<file path="src/design/dsf_pkg.sv">
// ----------------------------------------------------------------------------
// Datagram sequence filter package
// Shared constants, field widths and the verdict status codes.
// ----------------------------------------------------------------------------
package dsf_pkg;

   // Field widths of the transaction payloads
   localparam int LinkIndexW = 4;
   localparam int RxByteW    = 8;
   localparam int LimitW     = 11;
   localparam int DataWordW  = 16;
   localparam int WordPosW   = 10;
   localparam int CountW     = 16;
   localparam int SeqW       = 32;
   localparam int EnabledW   = 10;

   // Header layout: magic word, sequence number and word count, big-endian
   localparam int MagicBytes = 4;
   localparam int SeqBytes   = 4;
   localparam int HdrBytes   = 2 * 4 + 2;
   localparam logic [31:0] MagicWord = {8'h48, 8'h33, 8'h31, 8'h36};

   // Defaults for the top-level parameters
   localparam int DefaultLinks    = 10;
   localparam int DefaultMaxWords = 1024;

   typedef enum logic [2:0] {
      ST_IN_SEQUENCE    = 3'd0,
      ST_GAP_RESYNC     = 3'd1,
      ST_RESTART_RESYNC = 3'd2,
      ST_SHORT          = 3'd3,
      ST_MAGIC          = 3'd4,
      ST_LENGTH         = 3'd5,
      ST_STALE          = 3'd6,
      ST_BAD_LINK       = 3'd7
   } status_type;

endpackage

</file>
<file path="src/design/dsf_req_if.sv">
// ----------------------------------------------------------------------------
// Datagram byte channel
// One received byte per transaction, tagged with its link and a last flag.
// ----------------------------------------------------------------------------
interface dsf_req_if;

   logic                            valid;
   logic                            ready;
   logic [dsf_pkg::LinkIndexW-1:0]  link_index;
   logic [dsf_pkg::RxByteW-1:0]     rx_byte;
   logic                            end_of_datagram;
   logic [dsf_pkg::LimitW-1:0]      buffer_limit;

   modport source (
      output valid, link_index, rx_byte, end_of_datagram, buffer_limit,
      input  ready
   );

   modport sink (
      input  valid, link_index, rx_byte, end_of_datagram, buffer_limit,
      output ready
   );

endinterface

</file>
<file path="src/design/dsf_rsp_if.sv">
// ----------------------------------------------------------------------------
// Filter result channel
// Tentative data words and the final verdict of each datagram.
// ----------------------------------------------------------------------------
interface dsf_rsp_if;

   logic                            valid;
   logic                            ready;
   logic                            verdict;
   logic [dsf_pkg::DataWordW-1:0]   data_word;
   logic [dsf_pkg::WordPosW-1:0]    word_position;
   logic                            store_allowed;
   dsf_pkg::status_type             status;
   logic [dsf_pkg::CountW-1:0]      word_count;
   logic [dsf_pkg::SeqW-1:0]        packet_sequence;

   modport source (
      output valid, verdict, data_word, word_position, store_allowed, status,
             word_count, packet_sequence,
      input  ready
   );

   modport sink (
      input  valid, verdict, data_word, word_position, store_allowed, status,
             word_count, packet_sequence,
      output ready
   );

endinterface

</file>
<file path="src/design/dsf_csr_if.sv">
// ----------------------------------------------------------------------------
// Filter configuration channel
// Writes the enabled-links register, one bit per link.
// ----------------------------------------------------------------------------
interface dsf_csr_if;

   logic                            valid;
   logic                            ready;
   logic [dsf_pkg::EnabledW-1:0]    enabled_links;

   modport source (
      output valid, enabled_links,
      input  ready
   );

   modport sink (
      input  valid, enabled_links,
      output ready
   );

endinterface

</file>
<file path="src/design/datagram_sequence_filter_unit.sv">
// ----------------------------------------------------------------------------
// Datagram sequence filter
// Parses datagram headers, emits data words and judges each datagram against
// the expected sequence number of its link.
// ----------------------------------------------------------------------------
// The unit takes one datagram byte per clock cycle, for any mix of links,
// while the result queue has room for the judging stage to drain. A byte
// passes through a parse stage and a judging stage into a result queue. A
// byte yields at most one data word; the last byte of a datagram yields its
// verdict as well, and needs two result transactions if it has a word. The
// expected sequence numbers live in a per-link synchronous memory that is read
// when a byte is accepted and written back when its verdict is formed; a
// back-to-back datagram on the same link picks up the written value through a
// bypass register. Setting a bit of enabled_links opens that link and resets
// its expected sequence to zero.
// ----------------------------------------------------------------------------
module datagram_sequence_filter_unit #(
   parameter int LINKS     = dsf_pkg::DefaultLinks,
   parameter int MAX_WORDS = dsf_pkg::DefaultMaxWords
) (
   input  logic        clock,
   input  logic        reset,
   dsf_req_if.sink     req_if,
   dsf_rsp_if.source   rsp_if,
   dsf_csr_if.sink     csr_if
);

   localparam int Hdr    = dsf_pkg::HdrBytes;
   localparam int PosCap = Hdr + 2 * MAX_WORDS + 1;
   localparam int PosW   = $clog2(PosCap + 1);
   localparam int LinkW  = (LINKS > 1) ? $clog2(LINKS) : 1;
   localparam int OutDepth = 4;
   localparam int OutPtrW  = 2;

   typedef struct packed {
      logic                            verdict;
      logic [dsf_pkg::DataWordW-1:0]   data_word;
      logic [dsf_pkg::WordPosW-1:0]    word_position;
      logic                            store_allowed;
      dsf_pkg::status_type             status;
      logic [dsf_pkg::CountW-1:0]      word_count;
      logic [dsf_pkg::SeqW-1:0]        packet_sequence;
   } item_type;

   // Configuration and per-link state
   logic [dsf_pkg::EnabledW-1:0] enabled_ff;
   logic [LINKS-1:0]             seq_valid_ff;
   logic [31:0]                  seq_mem [LINKS];
   logic [31:0]                  rdata_ff;

   // Parser state
   logic [PosW-1:0]  pos_ff, pos_in;
   logic [31:0]      magic_ff, magic_in;
   logic [31:0]      hseq_ff, hseq_in;
   logic [15:0]      count_ff, count_in;
   logic [7:0]       pend_ff, pend_in;

   // Judging stage
   logic             s1_valid_ff;
   logic             s1_word_ff;
   logic             s1_last_ff;
   logic [15:0]      s1_data_ff;
   logic [9:0]       s1_wpos_ff;
   logic             s1_store_ff;
   logic             s1_link_ok_ff;
   logic [LinkW-1:0] s1_idx_ff;
   logic [31:0]      s1_magic_ff;
   logic [31:0]      s1_seq_ff;
   logic [15:0]      s1_count_ff;
   logic [PosW-1:0]  s1_len_ff;
   logic             s1_byp_ff;
   logic [31:0]      s1_byp_data_ff;

   // Result queue
   item_type               out_fifo_ff [OutDepth];
   logic [OutPtrW-1:0]     wr_ptr_ff, rd_ptr_ff;
   logic [OutPtrW:0]       out_count_ff;

   logic                   req_fire, rsp_fire, csr_fire, s1_fire;
   logic [PosW-1:0]        off;
   logic                   word_hit;
   logic [PosW-2:0]        wp;
   logic [LinkW-1:0]       rd_idx;
   logic                   link_in_range, link_ok;
   logic [31:0]            exp_seq;
   dsf_pkg::status_type    status;
   logic                   accept_seq;
   logic                   mem_we;
   logic [31:0]            mem_wdata;
   logic [OutPtrW:0]       push_n;
   item_type               word_item, verdict_item;
   logic [dsf_pkg::EnabledW-1:0] rise;

   assign req_fire = req_if.valid & req_if.ready;
   assign rsp_fire = rsp_if.valid & rsp_if.ready;
   assign csr_fire = csr_if.valid & csr_if.ready;
   assign csr_if.ready = 1'b1;

   // A stage may drain only while the queue has room for both of its results
   assign s1_fire      = s1_valid_ff & (out_count_ff <= (OutPtrW + 1)'(OutDepth - 2));
   assign req_if.ready = ~s1_valid_ff | s1_fire;

   // ---------------------------------------------------------------- parse
   assign off = pos_ff - PosW'(Hdr);
   assign wp  = off[PosW-1:1];

   always_comb begin
      magic_in = magic_ff;
      hseq_in  = hseq_ff;
      count_in = count_ff;
      pend_in  = pend_ff;
      pos_in   = pos_ff;
      word_hit = 1'b0;
      if (pos_ff < PosW'(dsf_pkg::MagicBytes)) begin
         magic_in = {magic_ff[23:0], req_if.rx_byte};
      end else if (pos_ff < PosW'(dsf_pkg::MagicBytes + dsf_pkg::SeqBytes)) begin
         hseq_in = {hseq_ff[23:0], req_if.rx_byte};
      end else if (pos_ff < PosW'(Hdr)) begin
         count_in = {count_ff[7:0], req_if.rx_byte};
      end else if (pos_ff < PosW'(PosCap - 1)) begin
         if (!off[0]) begin
            pend_in = req_if.rx_byte;
         end else begin
            word_hit = 1'b1;
         end
      end
      // Position saturates so that an oversize datagram still fails the length check
      if (pos_ff < PosW'(PosCap)) begin
         pos_in = pos_ff + PosW'(1);
      end
   end

   assign link_in_range = (32'(req_if.link_index) < LINKS);
   assign link_ok = link_in_range && (req_if.link_index < 4'(dsf_pkg::EnabledW)) &&
                    enabled_ff[req_if.link_index];
   assign rd_idx  = link_in_range ? req_if.link_index[LinkW-1:0] : '0;

   always_ff @(posedge clock) begin
      if (reset) begin
         pos_ff   <= '0;
         magic_ff <= '0;
         hseq_ff  <= '0;
         count_ff <= '0;
         pend_ff  <= '0;
      end else if (req_fire) begin
         if (req_if.end_of_datagram) begin
            pos_ff   <= '0;
            magic_ff <= '0;
            hseq_ff  <= '0;
            count_ff <= '0;
            pend_ff  <= '0;
         end else begin
            pos_ff   <= pos_in;
            magic_ff <= magic_in;
            hseq_ff  <= hseq_in;
            count_ff <= count_in;
            pend_ff  <= pend_in;
         end
      end
   end

   // Payload of the judging stage; the header values are those after this byte
   always_ff @(posedge clock) begin
      if (req_fire) begin
         s1_word_ff     <= word_hit;
         s1_last_ff     <= req_if.end_of_datagram;
         s1_data_ff     <= {pend_ff, req_if.rx_byte};
         s1_wpos_ff     <= 10'(wp);
         s1_store_ff    <= (32'(wp) < 32'(req_if.buffer_limit));
         s1_link_ok_ff  <= link_ok;
         s1_idx_ff      <= rd_idx;
         s1_magic_ff    <= magic_in;
         s1_seq_ff      <= hseq_in;
         s1_count_ff    <= count_in;
         s1_len_ff      <= pos_in;
         // The preceding verdict may be writing the very entry being read now
         s1_byp_ff      <= mem_we && (s1_idx_ff == rd_idx);
         s1_byp_data_ff <= mem_wdata;
      end
   end

   always_ff @(posedge clock) begin
      if (reset) begin
         s1_valid_ff <= 1'b0;
      end else if (req_fire) begin
         s1_valid_ff <= 1'b1;
      end else if (s1_fire) begin
         s1_valid_ff <= 1'b0;
      end
   end

   // ---------------------------------------------------------------- memory
   always_ff @(posedge clock) begin
      if (req_fire) begin
         rdata_ff <= seq_mem[rd_idx];
      end
      if (mem_we) begin
         seq_mem[s1_idx_ff] <= mem_wdata;
      end
   end

   // An entry whose valid bit is clear reads as zero
   always_ff @(posedge clock) begin
      if (reset) begin
         enabled_ff   <= '0;
         seq_valid_ff <= '0;
      end else begin
         if (csr_fire) begin
            enabled_ff <= csr_if.enabled_links;
            for (int i = 0; i < LINKS; i++) begin
               if (i < dsf_pkg::EnabledW) begin
                  if (rise[i]) begin
                     seq_valid_ff[i] <= 1'b0;
                  end
               end
            end
         end
         if (mem_we) begin
            seq_valid_ff[s1_idx_ff] <= 1'b1;
         end
      end
   end

   assign rise = csr_if.enabled_links & ~enabled_ff;

   // ---------------------------------------------------------------- judge
   always_comb begin
      if (s1_byp_ff) begin
         exp_seq = s1_byp_data_ff;
      end else if (seq_valid_ff[s1_idx_ff]) begin
         exp_seq = rdata_ff;
      end else begin
         exp_seq = '0;
      end
   end

   always_comb begin
      accept_seq = 1'b0;
      priority if (!s1_link_ok_ff) begin
         status = dsf_pkg::ST_BAD_LINK;
      end else if (s1_len_ff < PosW'(Hdr)) begin
         status = dsf_pkg::ST_SHORT;
      end else if (s1_magic_ff != dsf_pkg::MagicWord) begin
         status = dsf_pkg::ST_MAGIC;
      end else if (32'(s1_len_ff) != 32'(Hdr) + 32'({s1_count_ff, 1'b0})) begin
         status = dsf_pkg::ST_LENGTH;
      end else if ((s1_seq_ff == '0) && (exp_seq != '0)) begin
         status     = dsf_pkg::ST_RESTART_RESYNC;
         accept_seq = 1'b1;
      end else if (s1_seq_ff < exp_seq) begin
         status = dsf_pkg::ST_STALE;
      end else if (s1_seq_ff != exp_seq) begin
         status     = dsf_pkg::ST_GAP_RESYNC;
         accept_seq = 1'b1;
      end else begin
         status     = dsf_pkg::ST_IN_SEQUENCE;
         accept_seq = 1'b1;
      end
   end

   assign mem_we    = s1_fire & s1_last_ff & accept_seq;
   assign mem_wdata = s1_seq_ff + 32'd1;

   always_comb begin
      word_item.verdict         = 1'b0;
      word_item.data_word       = s1_data_ff;
      word_item.word_position   = s1_wpos_ff;
      word_item.store_allowed   = s1_store_ff;
      word_item.status          = dsf_pkg::ST_IN_SEQUENCE;
      word_item.word_count      = s1_count_ff;
      word_item.packet_sequence = s1_seq_ff;

      verdict_item.verdict         = 1'b1;
      verdict_item.data_word       = '0;
      verdict_item.word_position   = '0;
      verdict_item.store_allowed   = 1'b0;
      verdict_item.status          = status;
      verdict_item.word_count      = s1_count_ff;
      verdict_item.packet_sequence = s1_seq_ff;
   end

   // ---------------------------------------------------------------- output
   assign push_n = s1_fire ? ((OutPtrW + 1)'(s1_word_ff) + (OutPtrW + 1)'(s1_last_ff)) : '0;

   always_ff @(posedge clock) begin
      if (s1_fire) begin
         if (s1_word_ff) begin
            out_fifo_ff[wr_ptr_ff] <= word_item;
         end
         if (s1_last_ff) begin
            out_fifo_ff[wr_ptr_ff + OutPtrW'(s1_word_ff)] <= verdict_item;
         end
      end
   end

   always_ff @(posedge clock) begin
      if (reset) begin
         wr_ptr_ff    <= '0;
         rd_ptr_ff    <= '0;
         out_count_ff <= '0;
      end else begin
         wr_ptr_ff    <= wr_ptr_ff + push_n[OutPtrW-1:0];
         rd_ptr_ff    <= rd_ptr_ff + OutPtrW'(rsp_fire);
         out_count_ff <= out_count_ff + push_n - (OutPtrW + 1)'(rsp_fire);
      end
   end

   assign rsp_if.valid           = (out_count_ff != '0);
   assign rsp_if.verdict         = out_fifo_ff[rd_ptr_ff].verdict;
   assign rsp_if.data_word       = out_fifo_ff[rd_ptr_ff].data_word;
   assign rsp_if.word_position   = out_fifo_ff[rd_ptr_ff].word_position;
   assign rsp_if.store_allowed   = out_fifo_ff[rd_ptr_ff].store_allowed;
   assign rsp_if.status          = out_fifo_ff[rd_ptr_ff].status;
   assign rsp_if.word_count      = out_fifo_ff[rd_ptr_ff].word_count;
   assign rsp_if.packet_sequence = out_fifo_ff[rd_ptr_ff].packet_sequence;

endmodule

</file>
<file path="src/flat_wrapper.sv">
// flat-port wrapper written by rule: the top's interface ports become plain ports
module datagram_sequence_filter_unit_flat 
#(
   parameter int LINKS     = dsf_pkg::DefaultLinks,
   parameter int MAX_WORDS = dsf_pkg::DefaultMaxWords
)
  (clock, reset, req_if_valid, req_if_link_index, req_if_rx_byte, req_if_end_of_datagram, req_if_buffer_limit, req_if_ready, rsp_if_valid, rsp_if_verdict, rsp_if_data_word, rsp_if_word_position, rsp_if_store_allowed, rsp_if_status, rsp_if_word_count, rsp_if_packet_sequence, rsp_if_ready, csr_if_valid, csr_if_enabled_links, csr_if_ready);
  dsf_req_if req_if_i ();
  dsf_rsp_if rsp_if_i ();
  dsf_csr_if csr_if_i ();
  input  logic clock;
  input  logic reset;
  input wire logic [$bits(req_if_i.valid)-1:0] req_if_valid;
  input wire logic [$bits(req_if_i.link_index)-1:0] req_if_link_index;
  input wire logic [$bits(req_if_i.rx_byte)-1:0] req_if_rx_byte;
  input wire logic [$bits(req_if_i.end_of_datagram)-1:0] req_if_end_of_datagram;
  input wire logic [$bits(req_if_i.buffer_limit)-1:0] req_if_buffer_limit;
  output wire logic [$bits(req_if_i.ready)-1:0] req_if_ready;
  output wire logic [$bits(rsp_if_i.valid)-1:0] rsp_if_valid;
  output wire logic [$bits(rsp_if_i.verdict)-1:0] rsp_if_verdict;
  output wire logic [$bits(rsp_if_i.data_word)-1:0] rsp_if_data_word;
  output wire logic [$bits(rsp_if_i.word_position)-1:0] rsp_if_word_position;
  output wire logic [$bits(rsp_if_i.store_allowed)-1:0] rsp_if_store_allowed;
  output wire logic [$bits(rsp_if_i.status)-1:0] rsp_if_status;
  output wire logic [$bits(rsp_if_i.word_count)-1:0] rsp_if_word_count;
  output wire logic [$bits(rsp_if_i.packet_sequence)-1:0] rsp_if_packet_sequence;
  input wire logic [$bits(rsp_if_i.ready)-1:0] rsp_if_ready;
  input wire logic [$bits(csr_if_i.valid)-1:0] csr_if_valid;
  input wire logic [$bits(csr_if_i.enabled_links)-1:0] csr_if_enabled_links;
  output wire logic [$bits(csr_if_i.ready)-1:0] csr_if_ready;
  assign req_if_i.valid = req_if_valid;
  assign req_if_i.link_index = req_if_link_index;
  assign req_if_i.rx_byte = req_if_rx_byte;
  assign req_if_i.end_of_datagram = req_if_end_of_datagram;
  assign req_if_i.buffer_limit = req_if_buffer_limit;
  assign req_if_ready = req_if_i.ready;
  assign rsp_if_valid = rsp_if_i.valid;
  assign rsp_if_verdict = rsp_if_i.verdict;
  assign rsp_if_data_word = rsp_if_i.data_word;
  assign rsp_if_word_position = rsp_if_i.word_position;
  assign rsp_if_store_allowed = rsp_if_i.store_allowed;
  assign rsp_if_status = rsp_if_i.status;
  assign rsp_if_word_count = rsp_if_i.word_count;
  assign rsp_if_packet_sequence = rsp_if_i.packet_sequence;
  assign rsp_if_i.ready = rsp_if_ready;
  assign csr_if_i.valid = csr_if_valid;
  assign csr_if_i.enabled_links = csr_if_enabled_links;
  assign csr_if_ready = csr_if_i.ready;
  datagram_sequence_filter_unit #(.LINKS(LINKS), .MAX_WORDS(MAX_WORDS)) u_core (.clock(clock), .reset(reset), .req_if(req_if_i), .rsp_if(rsp_if_i), .csr_if(csr_if_i));
endmodule
</file>
<file path="config.mk">
export PLATFORM = sky130hd
export DESIGN_NAME = datagram_sequence_filter_unit_flat
export DESIGN_NICKNAME = d
export VERILOG_FILES = /design/src/design/dsf_pkg.sv /design/src/design/dsf_req_if.sv /design/src/design/dsf_rsp_if.sv /design/src/design/dsf_csr_if.sv /design/src/design/datagram_sequence_filter_unit.sv /design/src/flat_wrapper.sv
export SDC_FILE = /design/constraint.sdc
export NUM_CORES = 1
export LEC_CHECK = 0
export CORE_UTILIZATION = 55
export DETAILED_ROUTE_END_ITERATION = 6
export DONT_BUFFER_PORTS = 1
export GPL_TIMING_DRIVEN = 0
export PLACE_DENSITY = 0.76
export SLEW_MARGIN = 10
export SYNTH_ARGS = -nofsm -noshare
export SYNTH_HDL_FRONTEND = slang
export SYNTH_SLANG_ARGS = --single-unit
</file>
<file path="constraint.sdc">
create_clock -name clock -period 10.7 [get_ports clock]
set_clock_uncertainty 0.2 [all_clocks]
set_input_delay 0.535 -clock clock [delete_from_list [all_inputs] [get_ports clock]]
set_output_delay 0.535 -clock clock [all_outputs]
set_load 0.01 [all_outputs]
</file>
# --- Word level (Yosys, flattened, before mapping) ---
# Memories as Yosys holds them, arrays and structs flattened. A register that Yosys moved wholly into a read port is not among the register bits.
# Index checks and enable logic that the tools add are counted.
word_totals:
  out_inout_bits: 82
  inputBits: 39
  elab_cells: 146
  n_memories: 2
  rom_bits: 0
  ramBits: 636
  regBits: 287
  latchBits: 0
op_classes:
  addsub: 10
  muxes: 65
  shifts: 0
  n_reduce_logical: 12
  bitwise_logic: 11
  magnitude_cmp: 14
  div: 0
  eq_ne: 8
  multipliers: 0
memory_table:
  columns: ["name", "depth", "width", "read_ports", "rd_clocked_by_memory_dff", "write_ports", "line_no", "text"]
  rows:
  - ["u_core.seq_mem", 10, 32, 1, 1, 1, "datagram_sequence_filter_unit.sv:48", "logic [31:0] seq_mem [LINKS];"]
  - ["u_core.out_fifo_ff", 4, 79, 1, 1, 2, "datagram_sequence_filter_unit.sv:75", "item_type out_fifo_ff [OutDepth];"]
op_table:
  columns: ["op", "n"]
  rows:
  - ["32-bit two-way mux", 7]
  - ["16-bit two-way mux", 4]
  - ["8-bit two-way mux", 6]
  - ["12-bit by 4-bit less-than comparator with 1-bit output, second input constant", 3]
  - ["32-bit by 1-bit adder with 32-bit output, second input constant", 1]
  - ["32-bit logical NOT", 1]
  - ["32-bit less-than comparator", 1]
  - ["12-bit by 32-bit inequality test with 1-bit output", 1]
  - ["32-bit by 31-bit inequality test with 1-bit output, second input constant", 1]
  - ["32-bit inequality test", 1]
  - ["32-bit nonzero test", 1]
  - ["1-bit two-way mux", 31]
  - ["10-bit two-way mux", 3]
  - ["12-bit less-than comparator, second input constant", 2]
  - ["12-bit two-way mux", 2]
  - ["3-bit two-way mux", 7]
  - ["4-bit by 17-bit adder with 18-bit output, first input constant", 1]
  - ["12-bit by 1-bit adder with 12-bit output, second input constant", 1]
  - ["12-bit by 3-bit less-than comparator with 1-bit output, second input constant", 1]
  - ["12-bit by 4-bit subtractor with 12-bit output, second input constant", 1]
  - ["11-bit less-than comparator", 1]
  - ["10-bit bitwise AND", 1]
  - ["4-bit by 5-bit less-than comparator with 1-bit output, second input constant", 2]
  - ["10-bit NOT", 1]
  - ["other kinds (23)", 39]

# --- Logic depth before layout (Yosys ltp) ---
# Gate-level depths: netlist of run 1.
logic_depth:
  word_depth: 14
  mapped_depth: 17
  ltp_nobuf: 13

# --- Least setup slack after synthesis of run 1 ---
# No wires, ideal clock.
synth_path:
  path_type: "flip-flop to flip-flop"
  from: "register u_core.out_count_ff[1]"
  to: "register u_core.pos_ff[5]"
  period_less_slack_ns: 7.625
  path_stages_with_launch: 9
  t_arrival_ns: 7.298
  setup_ns: 0.128
  required_time_ns: 10.372
  setup_slack_ns: 3.075
  path_buffers: 1
  path_cell_list: "dfxtp_1 a21oi_1 nand2b_1 nand2_1 inv_1 clkbuf_1 o21ai_0 a22oi_1 nor2_1"
synth_between:
  elab_chain_len: 4
synth_rtl:
  columns: ["element", "line_no", "text"]
  rows:
  - ["from (decl)", "datagram_sequence_filter_unit.sv:77", "logic [OutPtrW:0] out_count_ff;"]
  - ["from (signal assigned)", "datagram_sequence_filter_unit.sv:304", "out_count_ff <= out_count_ff + push_n - (OutPtrW + 1)'(rsp_fire);"]
  - ["3-bit by 2-bit less-or-equal comparator with 1-bit output", "datagram_sequence_filter_unit.sv:100", "assign s1_fire = s1_valid_ff & (out_count_ff <= (OutPtrW + 1)'(OutDepth - 2));"]
  - ["1-bit bitwise AND", "datagram_sequence_filter_unit.sv:100", null]
  - ["1-bit bitwise OR", "datagram_sequence_filter_unit.sv:101", "assign req_if.ready = ~s1_valid_ff | s1_fire;"]
  - ["via req_if_ready", "flat_wrapper.sv:18", "output wire logic [$bits(req_if_i.ready)-1:0] req_if_ready;"]
  - ["1-bit bitwise AND", "datagram_sequence_filter_unit.sv:94", "assign req_fire = req_if.valid & req_if.ready;"]
  - ["via u_core.req_fire", "datagram_sequence_filter_unit.sv:79", "logic req_fire, rsp_fire, csr_fire, s1_fire;"]
  - ["to (signal assigned)", "datagram_sequence_filter_unit.sv:153", "pos_ff <= pos_in;"]
  - ["to (decl)", "datagram_sequence_filter_unit.sv:52", "logic [PosW-1:0] pos_ff, pos_in;"]
# The timed path passes the listed nets, and every way through them passes these cells.
# A chain may end at the register's enable or synchronous reset.

# --- Worst setup path in the final report of run 1 ---
layout_path:
  from: "register u_core.s1_idx_ff[1]"
  to: "memory u_core.seq_mem[6][9], enable pin"
layout_between:
  elab_chain_len: 14
  elab_cells_between_ends: 16
  cone_classes: "order compare (1); mux (12); bitwise (1); reduce/logical (2)"
layout_rtl:
  columns: ["element", "line_no", "text"]
  rows:
  - ["from (decl)", "datagram_sequence_filter_unit.sv:66", "logic [LinkW-1:0] s1_idx_ff;"]
  - ["from (signal assigned)", "datagram_sequence_filter_unit.sv:171", "s1_idx_ff <= rd_idx;"]
  - ["1-bit binary-select mux with 4-bit select", "datagram_sequence_filter_unit.sv:230", "end else if (seq_valid_ff[s1_idx_ff]) begin"]
  - ["1-bit two-way mux (implied by the code)", "datagram_sequence_filter_unit.sv:230", null]
  - ["32-bit two-way mux", "datagram_sequence_filter_unit.sv:230", null]
  - ["32-bit two-way mux", "datagram_sequence_filter_unit.sv:228", "if (s1_byp_ff) begin"]
  - ["32-bit less-than comparator / 32-bit nonzero test (equally long branches)", "datagram_sequence_filter_unit.sv:250, datagram_sequence_filter_unit.sv:247", null]
  - ["1-bit two-way mux / 1-bit logical AND (equally long branches)", "datagram_sequence_filter_unit.sv:250, datagram_sequence_filter_unit.sv:247", null]
  - ["1-bit two-way mux", "datagram_sequence_filter_unit.sv:247", "end else if ((s1_seq_ff == '0) && (exp_seq != '0)) begin"]
  - ["1-bit two-way mux", "datagram_sequence_filter_unit.sv:245", "end else if (32'(s1_len_ff) != 32'(Hdr) + 32'({s1_count_ff, 1'b0})) begin"]
  - ["1-bit two-way mux", "datagram_sequence_filter_unit.sv:243", "end else if (s1_magic_ff != dsf_pkg::MagicWord) begin"]
  - ["1-bit two-way mux", "datagram_sequence_filter_unit.sv:241", "end else if (s1_len_ff < PosW'(Hdr)) begin"]
  - ["1-bit two-way mux", "datagram_sequence_filter_unit.sv:239", "priority if (!s1_link_ok_ff) begin"]
  - ["1-bit bitwise AND", "datagram_sequence_filter_unit.sv:261", "assign mem_we = s1_fire & s1_last_ff & accept_seq;"]
  - ["1-bit two-way mux", "datagram_sequence_filter_unit.sv:197", "if (mem_we) begin"]
  - ["1-bit two-way mux (implied by the code)", "datagram_sequence_filter_unit.sv:198", "seq_mem[s1_idx_ff] <= mem_wdata;"]
  - ["to (decl)", "datagram_sequence_filter_unit.sv:48", null]
# Parallel ways exist; a longest one is shown, timed or not. The select of a mux whose other input is x is not followed.

==> results of run 1 <==
## Yosys cell counts (55+ instances only)
cell	instances	area (µm²)
edfxtp_1	715	21500
nand2_1	310	1160
a21oi_1	248	1240
dfxtp_1	240	4800
and2_1	176	1100
clkbuf_1	155	582
nor2_1	148	556
mux4_2	113	2540
mux2_2	96	1080
a22oi_1	72	541
o221ai_1	65	569
o21ai_0	57	285
ha_1	55	688
## stage by stage
step / area, µm² / setup WS, ps / hold WS, ps / cells / utilization
global placement: 41600 / 195 / 219 / 3913 / 0.571
CTS: 45700 / 4070 / 82.2 / 4159 / 0.627
global route: 45700 / 3520 / 156 / 4161 / 0.627
detailed placement: 42200 / 4110 / 223 / 3955 / 0.579
floorplan: 40400 / 3070 / 209 / 2954 / -
finish: 45700 / 3920 / 122 / 4164 / 0.627
## routing by layer
layer	share of wire	vias up
met1	0.39	13000
met2	0.50	1263
met5	0	-
met3	0.080	240
met4	0.036	0
li1	-	11400
## area by class of cell
type                       count  area (µm²)
inverter                      35         131
sequential                   955       26300
clock buffer                 136        2700
fill                        5154       27100
timing repair buffer          64         683
antenna                        5        12.5
buffer                       198         856
tap                          959        1200
multi-input combinational   1766       13200
clock inverter                46         602
## how the worst max path moves through the flow
stage / cells after the start / slack, ps / endpoint
6_report: 19 / 3920 / u_core.seq_mem[6][9]
5_1_grt: 19 / 3520 / u_core.seq_mem[1][14]
4_1_cts: 19 / 4070 / u_core.seq_mem[4][15]
3_5_place_dp: 19 / 4110 / u_core.seq_mem[4][18]
3_3_place_gp: 8 / 190 / u_core.pos_ff[5]
2_1_floorplan: 8 / 3070 / u_core.pos_ff[5]
## worst register-to-register path: stages (launching register included)
cell and delay, ps:
edfxtp_1 370, clkbuf_1 210, nand2b_1 120, clkbuf_1 420
nor2_1 130, o41ai_2 780, clkbuf_1 430, nor3b_1 120
a21oi_1 170, ha_1 170, nand4_1 170, nor3_1 490
nand2_1 90, nor4_1 570, a31o_2 340, o2111ai_2 310
buf_2 330, nor3_2 590, buf_6 250, buf_4 230
## registers in the layout, indices dropped and copies added, names as in the netlist, 8 cells and up
signal                 count
u_core.magic_ff           32
u_core.s1_magic_ff        32
u_core.enabled_ff         10
u_core.pos_ff             12
u_core.s1_seq_ff          32
u_core.seq_valid_ff       10
u_core.rdata_ff           32
u_core.s1_len_ff          12
u_core.hseq_ff            32
u_core.pend_ff             8
u_core.out_fifo_ff       316
u_core.s1_data_ff         16
u_core.count_ff           16
u_core.seq_mem           320
u_core.s1_byp_data_ff     32
u_core.s1_wpos_ff         10
u_core.s1_count_ff        16
## report_power, final
part	internal [µW]	switching [µW]	total, µW
registers	4250	145	4390
logic	476	749	1230
clock network	2040	1430	3470
total	6760	2320	9080
## kinds of logic (layout without fill, tap and decap cells)
logic type | count (synthesis) | count (layout) | synth area share
compound gates | 513 | 513 | 0.0814
xor+xnor | 77 | 77 | 0.0167
fa+ha+maj | 56 | 56 | 0.0175
buf+inv | 233 | 479 | 0.0240
flops | 955 | 955 | 0.650
mux | 244 | 244 | 0.101
other cells | 1 | 6 | 0.0000928
simple gates | 875 | 875 | 0.109
## what timing repair did
action | in CTS | in global routing
setup endpoints to repair | 0 | 0
hold buffers | 22 | 0
endpoints found under the hold margin | 82 | 0
==> flow_metrics.env, run 1 <==
export IMPL_status="complete, but fails checks"
export IMPL_violations="design-rule violations"
export IMPL_r2r_cells=19
export IMPL_max_freq_mhz=147
export IMPL_place_congestion=0.922
export IMPL_yosysWarnings=0
export IMPL_worstPathArrival_ps=6940
export IMPL_grt_max_degree=66
export IMPL_critPathMaxFanout=11
export IMPL_holdCritPathClass="in2reg"
export IMPL_startpoint="u_core.s1_idx_ff[1]"
export IMPL_synth_main_ff_cell="edfxtp_1"
export IMPL_synth_area_mm2=0.0404
export IMPL_use_met1=0.357
export IMPL_syn_inst=2954
export IMPL_worstHoldPathCells=3
export IMPL_period_minus_slack_ps=6780
export IMPL_grt_overflow=0
export IMPL_wl_per_cell_um=24.5
export IMPL_worstSetupEndpointType="flip-flop"
export IMPL_htree_levels=3
export IMPL_grt_usage=0.274
export IMPL_port_buffers=0
export IMPL_clkTransAtPathRegs_ps=60
export IMPL_tns_ps=0
export IMPL_clk_latency_ps=670
export IMPL_die_w_um=273
export IMPL_maxSlewViolCount=0
export IMPL_path_delay_family="simple AND/OR/NAND/NOR gates"
export IMPL_async_reset_ff_frac=0
export IMPL_yosysUniqueCellTypes=76
export IMPL_critPathMaxStageDelay_ps=780
export IMPL_final_cell_mix="edfxtp_1, nand2_1, a21oi_1, dfxtp_1, clkbuf_1"
export IMPL_syn_nets=3049
export IMPL_avgSynthCellArea_um2=13.7
export IMPL_p_leak_uw=0.0155
export IMPL_vdd_ir_drop_max_mv=0.167
export IMPL_dp_hpwl_mm=70.6
export IMPL_relSlewSlack=0.116
export IMPL_grt_busiest_layer="met2"
export IMPL_worstSetupStartpointType="flip-flop"
export IMPL_cp_common_cell="clkbuf_1"
export IMPL_core_area_mm2=0.0728
export IMPL_crit_type="reg2reg"
export IMPL_synthToLayoutAreaGrowth_pct=13.1
export IMPL_met3_usage=0.0457
export IMPL_tightestPinTransition_ps=1310
export IMPL_dr_pass1_iters=7
export IMPL_die_y_um=273
export IMPL_crit_chain="clkbuf_1 > nand2b_1 > clkbuf_1 > nor2_1 > o41ai_2 > clkbuf_1 > nor3b_1 > a21oi_1 > ha_1 > nand4_1 > nor3_1 > nand2_1 > nor4_1 > a31o_2 > o2111ai_2 > buf_2 > nor3_2 > buf_6 > buf_4"
export IMPL_cts_buffers=97
export IMPL_synth_seq_cells=955
export IMPL_cts_buffer_depth=3
export IMPL_antenna_found_initial=3
export IMPL_reg2reg_slack_ps=3920
export IMPL_worst_path_buf_inv=6
export IMPL_core_rowCount=99
export IMPL_synth_edf_count=715
export IMPL_fin_crit_sh=0.634
export IMPL_start_util=0.555
export IMPL_ys_seq_area_frac=0.650
export IMPL_reg2reg_from="u_core.s1_idx_ff[1]"
export IMPL_met2_usage=0.456
export IMPL_hold_start="rsp_if_ready"
export IMPL_p_per_area_mw_per_mm2=199
export IMPL_drive_above_1_share=0.154
export IMPL_cts_tree="yes"
export IMPL_cts_setup_buffers=0
export IMPL_r2r_end="u_core.seq_mem[6][9]"
export IMPL_grt_pass1_vias=26200
export IMPL_via_per_inst=6.24
export IMPL_setup_viol=0
export IMPL_ioPinCount=121
export IMPL_cts_sink_count=955
export IMPL_report_final_hold_viol_count=0
export IMPL_antenna_left=0
export IMPL_drc_errors=4
export IMPL_drt_iter0_drc=2865
export IMPL_hold_end="u_core.rd_ptr_ff[0]"
export IMPL_rsz0062_at_grt="false"
export IMPL_wl_mm=102
export IMPL_finalPower_uw=9080
export IMPL_crit_required_ps=10850
export IMPL_grt_pass1_wl_mm=155
export IMPL_die_area_mm2=0.0746
export IMPL_vias=26000
export IMPL_mostFrequentLayoutCell="edfxtp_1"
export IMPL_maxCapViolCount=0
export IMPL_cts_root_buf="clkbuf_16"
export IMPL_critPathSlowestCell="o41ai_2"
export IMPL_cts_resized=0
export IMPL_layout_nets=3212
Note: power is estimated with default switching activity, not from simulation.
==> run 2: changes to the inputs <==
==> constraint.sdc (replaced) <==
create_clock -name clock -period 6.25 [get_ports clock]
set_clock_uncertainty 0.2 [all_clocks]
set_input_delay 0.3125 -clock clock [delete_from_list [all_inputs] [get_ports clock]]
set_output_delay 0.3125 -clock clock [all_outputs]
set_load 0.01 [all_outputs]
==> flow_metrics.env, run 2 (same netlist as run 1, synthesis figures left out) <==
export IMPL_status="complete, no violations"
export IMPL_cts_tree="yes"
export IMPL_met3_usage=0.0404
export IMPL_power_frac_comb=0.138
export IMPL_via_per_inst=6.25
export IMPL_holdCritPathClass="in2reg"
export IMPL_period_minus_slack_ps=6000
export IMPL_die_area_mm2=0.0746
export IMPL_startpoint="u_core.s1_idx_ff[1]"
export IMPL_vias=26000
export IMPL_drive_above_1_share=0.152
export IMPL_cts_buffers=95
export IMPL_wl_mm=101
export IMPL_r2r_cells=19
export IMPL_critPathMaxFanout=10
export IMPL_reg2reg_slack_ps=250
export IMPL_final_cell_mix="edfxtp_1, nand2_1, a21oi_1, dfxtp_1, and2_1"
export IMPL_p_leak_uw=0.0155
export IMPL_met2_usage=0.448
export IMPL_layout_nets=3216
export IMPL_antenna_left=0
export IMPL_place_congestion=0.929
export IMPL_htree_levels=3
export IMPL_report_final_hold_viol_count=0
export IMPL_top_register="u_core.seq_mem"
export IMPL_grt_busiest_layer="met2"
export IMPL_worstPathArrival_ps=6180
export IMPL_antenna_found_initial=3
export IMPL_port_buffers=0
export IMPL_rsz0062_at_grt="false"
export IMPL_use_met1=0.361
export IMPL_vdd_ir_drop_max_mv=0.360
export IMPL_worstSetupStartpointType="flip-flop"
export IMPL_ioPinCount=121
export IMPL_reg2reg_from="u_core.s1_idx_ff[1]"
export IMPL_pwr_share_clk=0.370
export IMPL_finalPower_uw=15300
export IMPL_tightestPinTransition_ps=1280
export IMPL_drt_iter0_drc=2953
export IMPL_setup_viol=0
export IMPL_crit_required_ps=6440
export IMPL_grt_overflow=0
export IMPL_grt_usage=0.270
export IMPL_dr_pass1_iters=6
export IMPL_clkTransAtPathRegs_ps=60
export IMPL_synthToLayoutAreaGrowth_pct=13.0
export IMPL_drc_errors=0
export IMPL_seqPwrFrac=0.492
export IMPL_relSlewSlack=0.142
export IMPL_largest_reg_flops=320
export IMPL_core_rowCount=99
export IMPL_mostFrequentLayoutCell="edfxtp_1"
export IMPL_core_area_mm2=0.0728
export IMPL_worstSetupEndpointType="flip-flop"
export IMPL_grt_pass1_vias=25800
export IMPL_crit_end="u_core.seq_mem[5][12]"
export IMPL_maxCapViolCount=0
export IMPL_p_per_area_mw_per_mm2=334
export IMPL_fin_area_mm2=0.0457
export IMPL_cts_sink_count=955
export IMPL_top_regs="u_core.seq_mem x320, u_core.out_fifo_ff x316"
export IMPL_crit_type="reg2reg"
export IMPL_grt_max_degree=77
export IMPL_die_w_um=273
export IMPL_maxSlewViolCount=0
export IMPL_r2r_end="u_core.seq_mem[5][12]"
export IMPL_p_sw_uw=3950
export IMPL_die_y_um=273
export IMPL_wl_per_cell_um=24.3
export IMPL_grt_pass1_wl_mm=154
export IMPL_dp_hpwl_mm=70.5
export IMPL_clk_latency_ps=680
export IMPL_cts_buffer_depth=3
export IMPL_max_freq_mhz=167
export IMPL_fin_crit_sh=0.960
export IMPL_cts_root_buf="clkbuf_16"
export IMPL_swShare=0.258
export IMPL_internal_power_uw=11300
export IMPL_dpl_cell_area_mm2=0.0421
export IMPL_start_util=0.555
-- run 2: metal layers --
| metal | up-vias | share of wire |
|---|---|---|
| met1 | 13000 | 0.40 |
| met4 | 0 | 0.034 |
| met3 | 216 | 0.080 |
| li1 | 11400 | - |
| met2 | 1291 | 0.49 |
| met5 | - | 0 |
-- run 2: cell type report --
type	count	area (µm²)
clock inverters	48	520
plain buffers	197	861
inverters	35	131
repair buffers	71	742
diodes	2	5.00
multi-input cells	1766	13300
fillers	5181	27200
flip-flops and latches	955	26300
clock buffers	129	2610
well taps	959	1200
-- run 2: worst min path at each step --
stage | from | end | slack [ps] | cells past startpoint
finish | csr_if_valid | u_core.enabled_ff[1] | 70 | 3
global placement | req_if_rx_byte[2] | u_core.s1_data_ff[2] | 210 | 0
floorplan | u_core.pend_ff[2] | u_core.s1_data_ff[10] | 210 | 0
CTS | csr_if_valid | u_core.enabled_ff[1] | 40 | 3
detailed placement | req_if_end_of_datagram | u_core.s1_last_ff | 210 | 0
global route | csr_if_valid | u_core.enabled_ff[1] | 90 | 3
-- run 2: repair_timing --
action / CTS / global route
buffers inserted: 2 / 0
hold buffers: 29 / 0
endpoints found under the hold margin: 92 / 0
gates resized for setup: 7 / 10
endpoints found under the setup margin: 299 / 235
cloned: 0 / 0
pin swaps: 1 / 2
-- run 2: power by group through the flow --
stage | logic [µW] | clock network [µW] | registers, µW
global route | 2260 | 5950 | 7560
detailed placement | 2070 | 0 | 7640
CTS | 2110 | 5700 | 7510
floorplan | 1510 | 0 | 7560
global placement | 1980 | 0 | 7640
finish | 2110 | 5650 | 7520
-- run 2: critical path, stage by stage, from the launching register on --
cell	delay, ps
edfxtp_1	350
clkbuf_1	210
or2_1	430
o221ai_1	360
o41ai_4	220
clkbuf_1	280
nor3b_1	290
a21oi_1	100
ha_1	330
nand4_1	220
nor3_4	340
nand2_1	150
nor4_4	250
a31o_2	290
o2111ai_2	340
buf_4	350
nor3_4	360
buf_4	250
buf_4	210
buf_6	180
-- run 2: through the flow --
stage,instances,util,TNS [ps],worst slack [ps],hold WS (ps)
floorplan,2954,-,-8840,-30.2,209
global placement,3913,0.571,-1012490,-3620,212
detailed placement,3953,0.579,-92160,-795,212
CTS,4161,0.626,-2430,-103,40.5
global route,4160,0.627,0,20.7,90.5
finish,4162,0.627,0,251,67.0
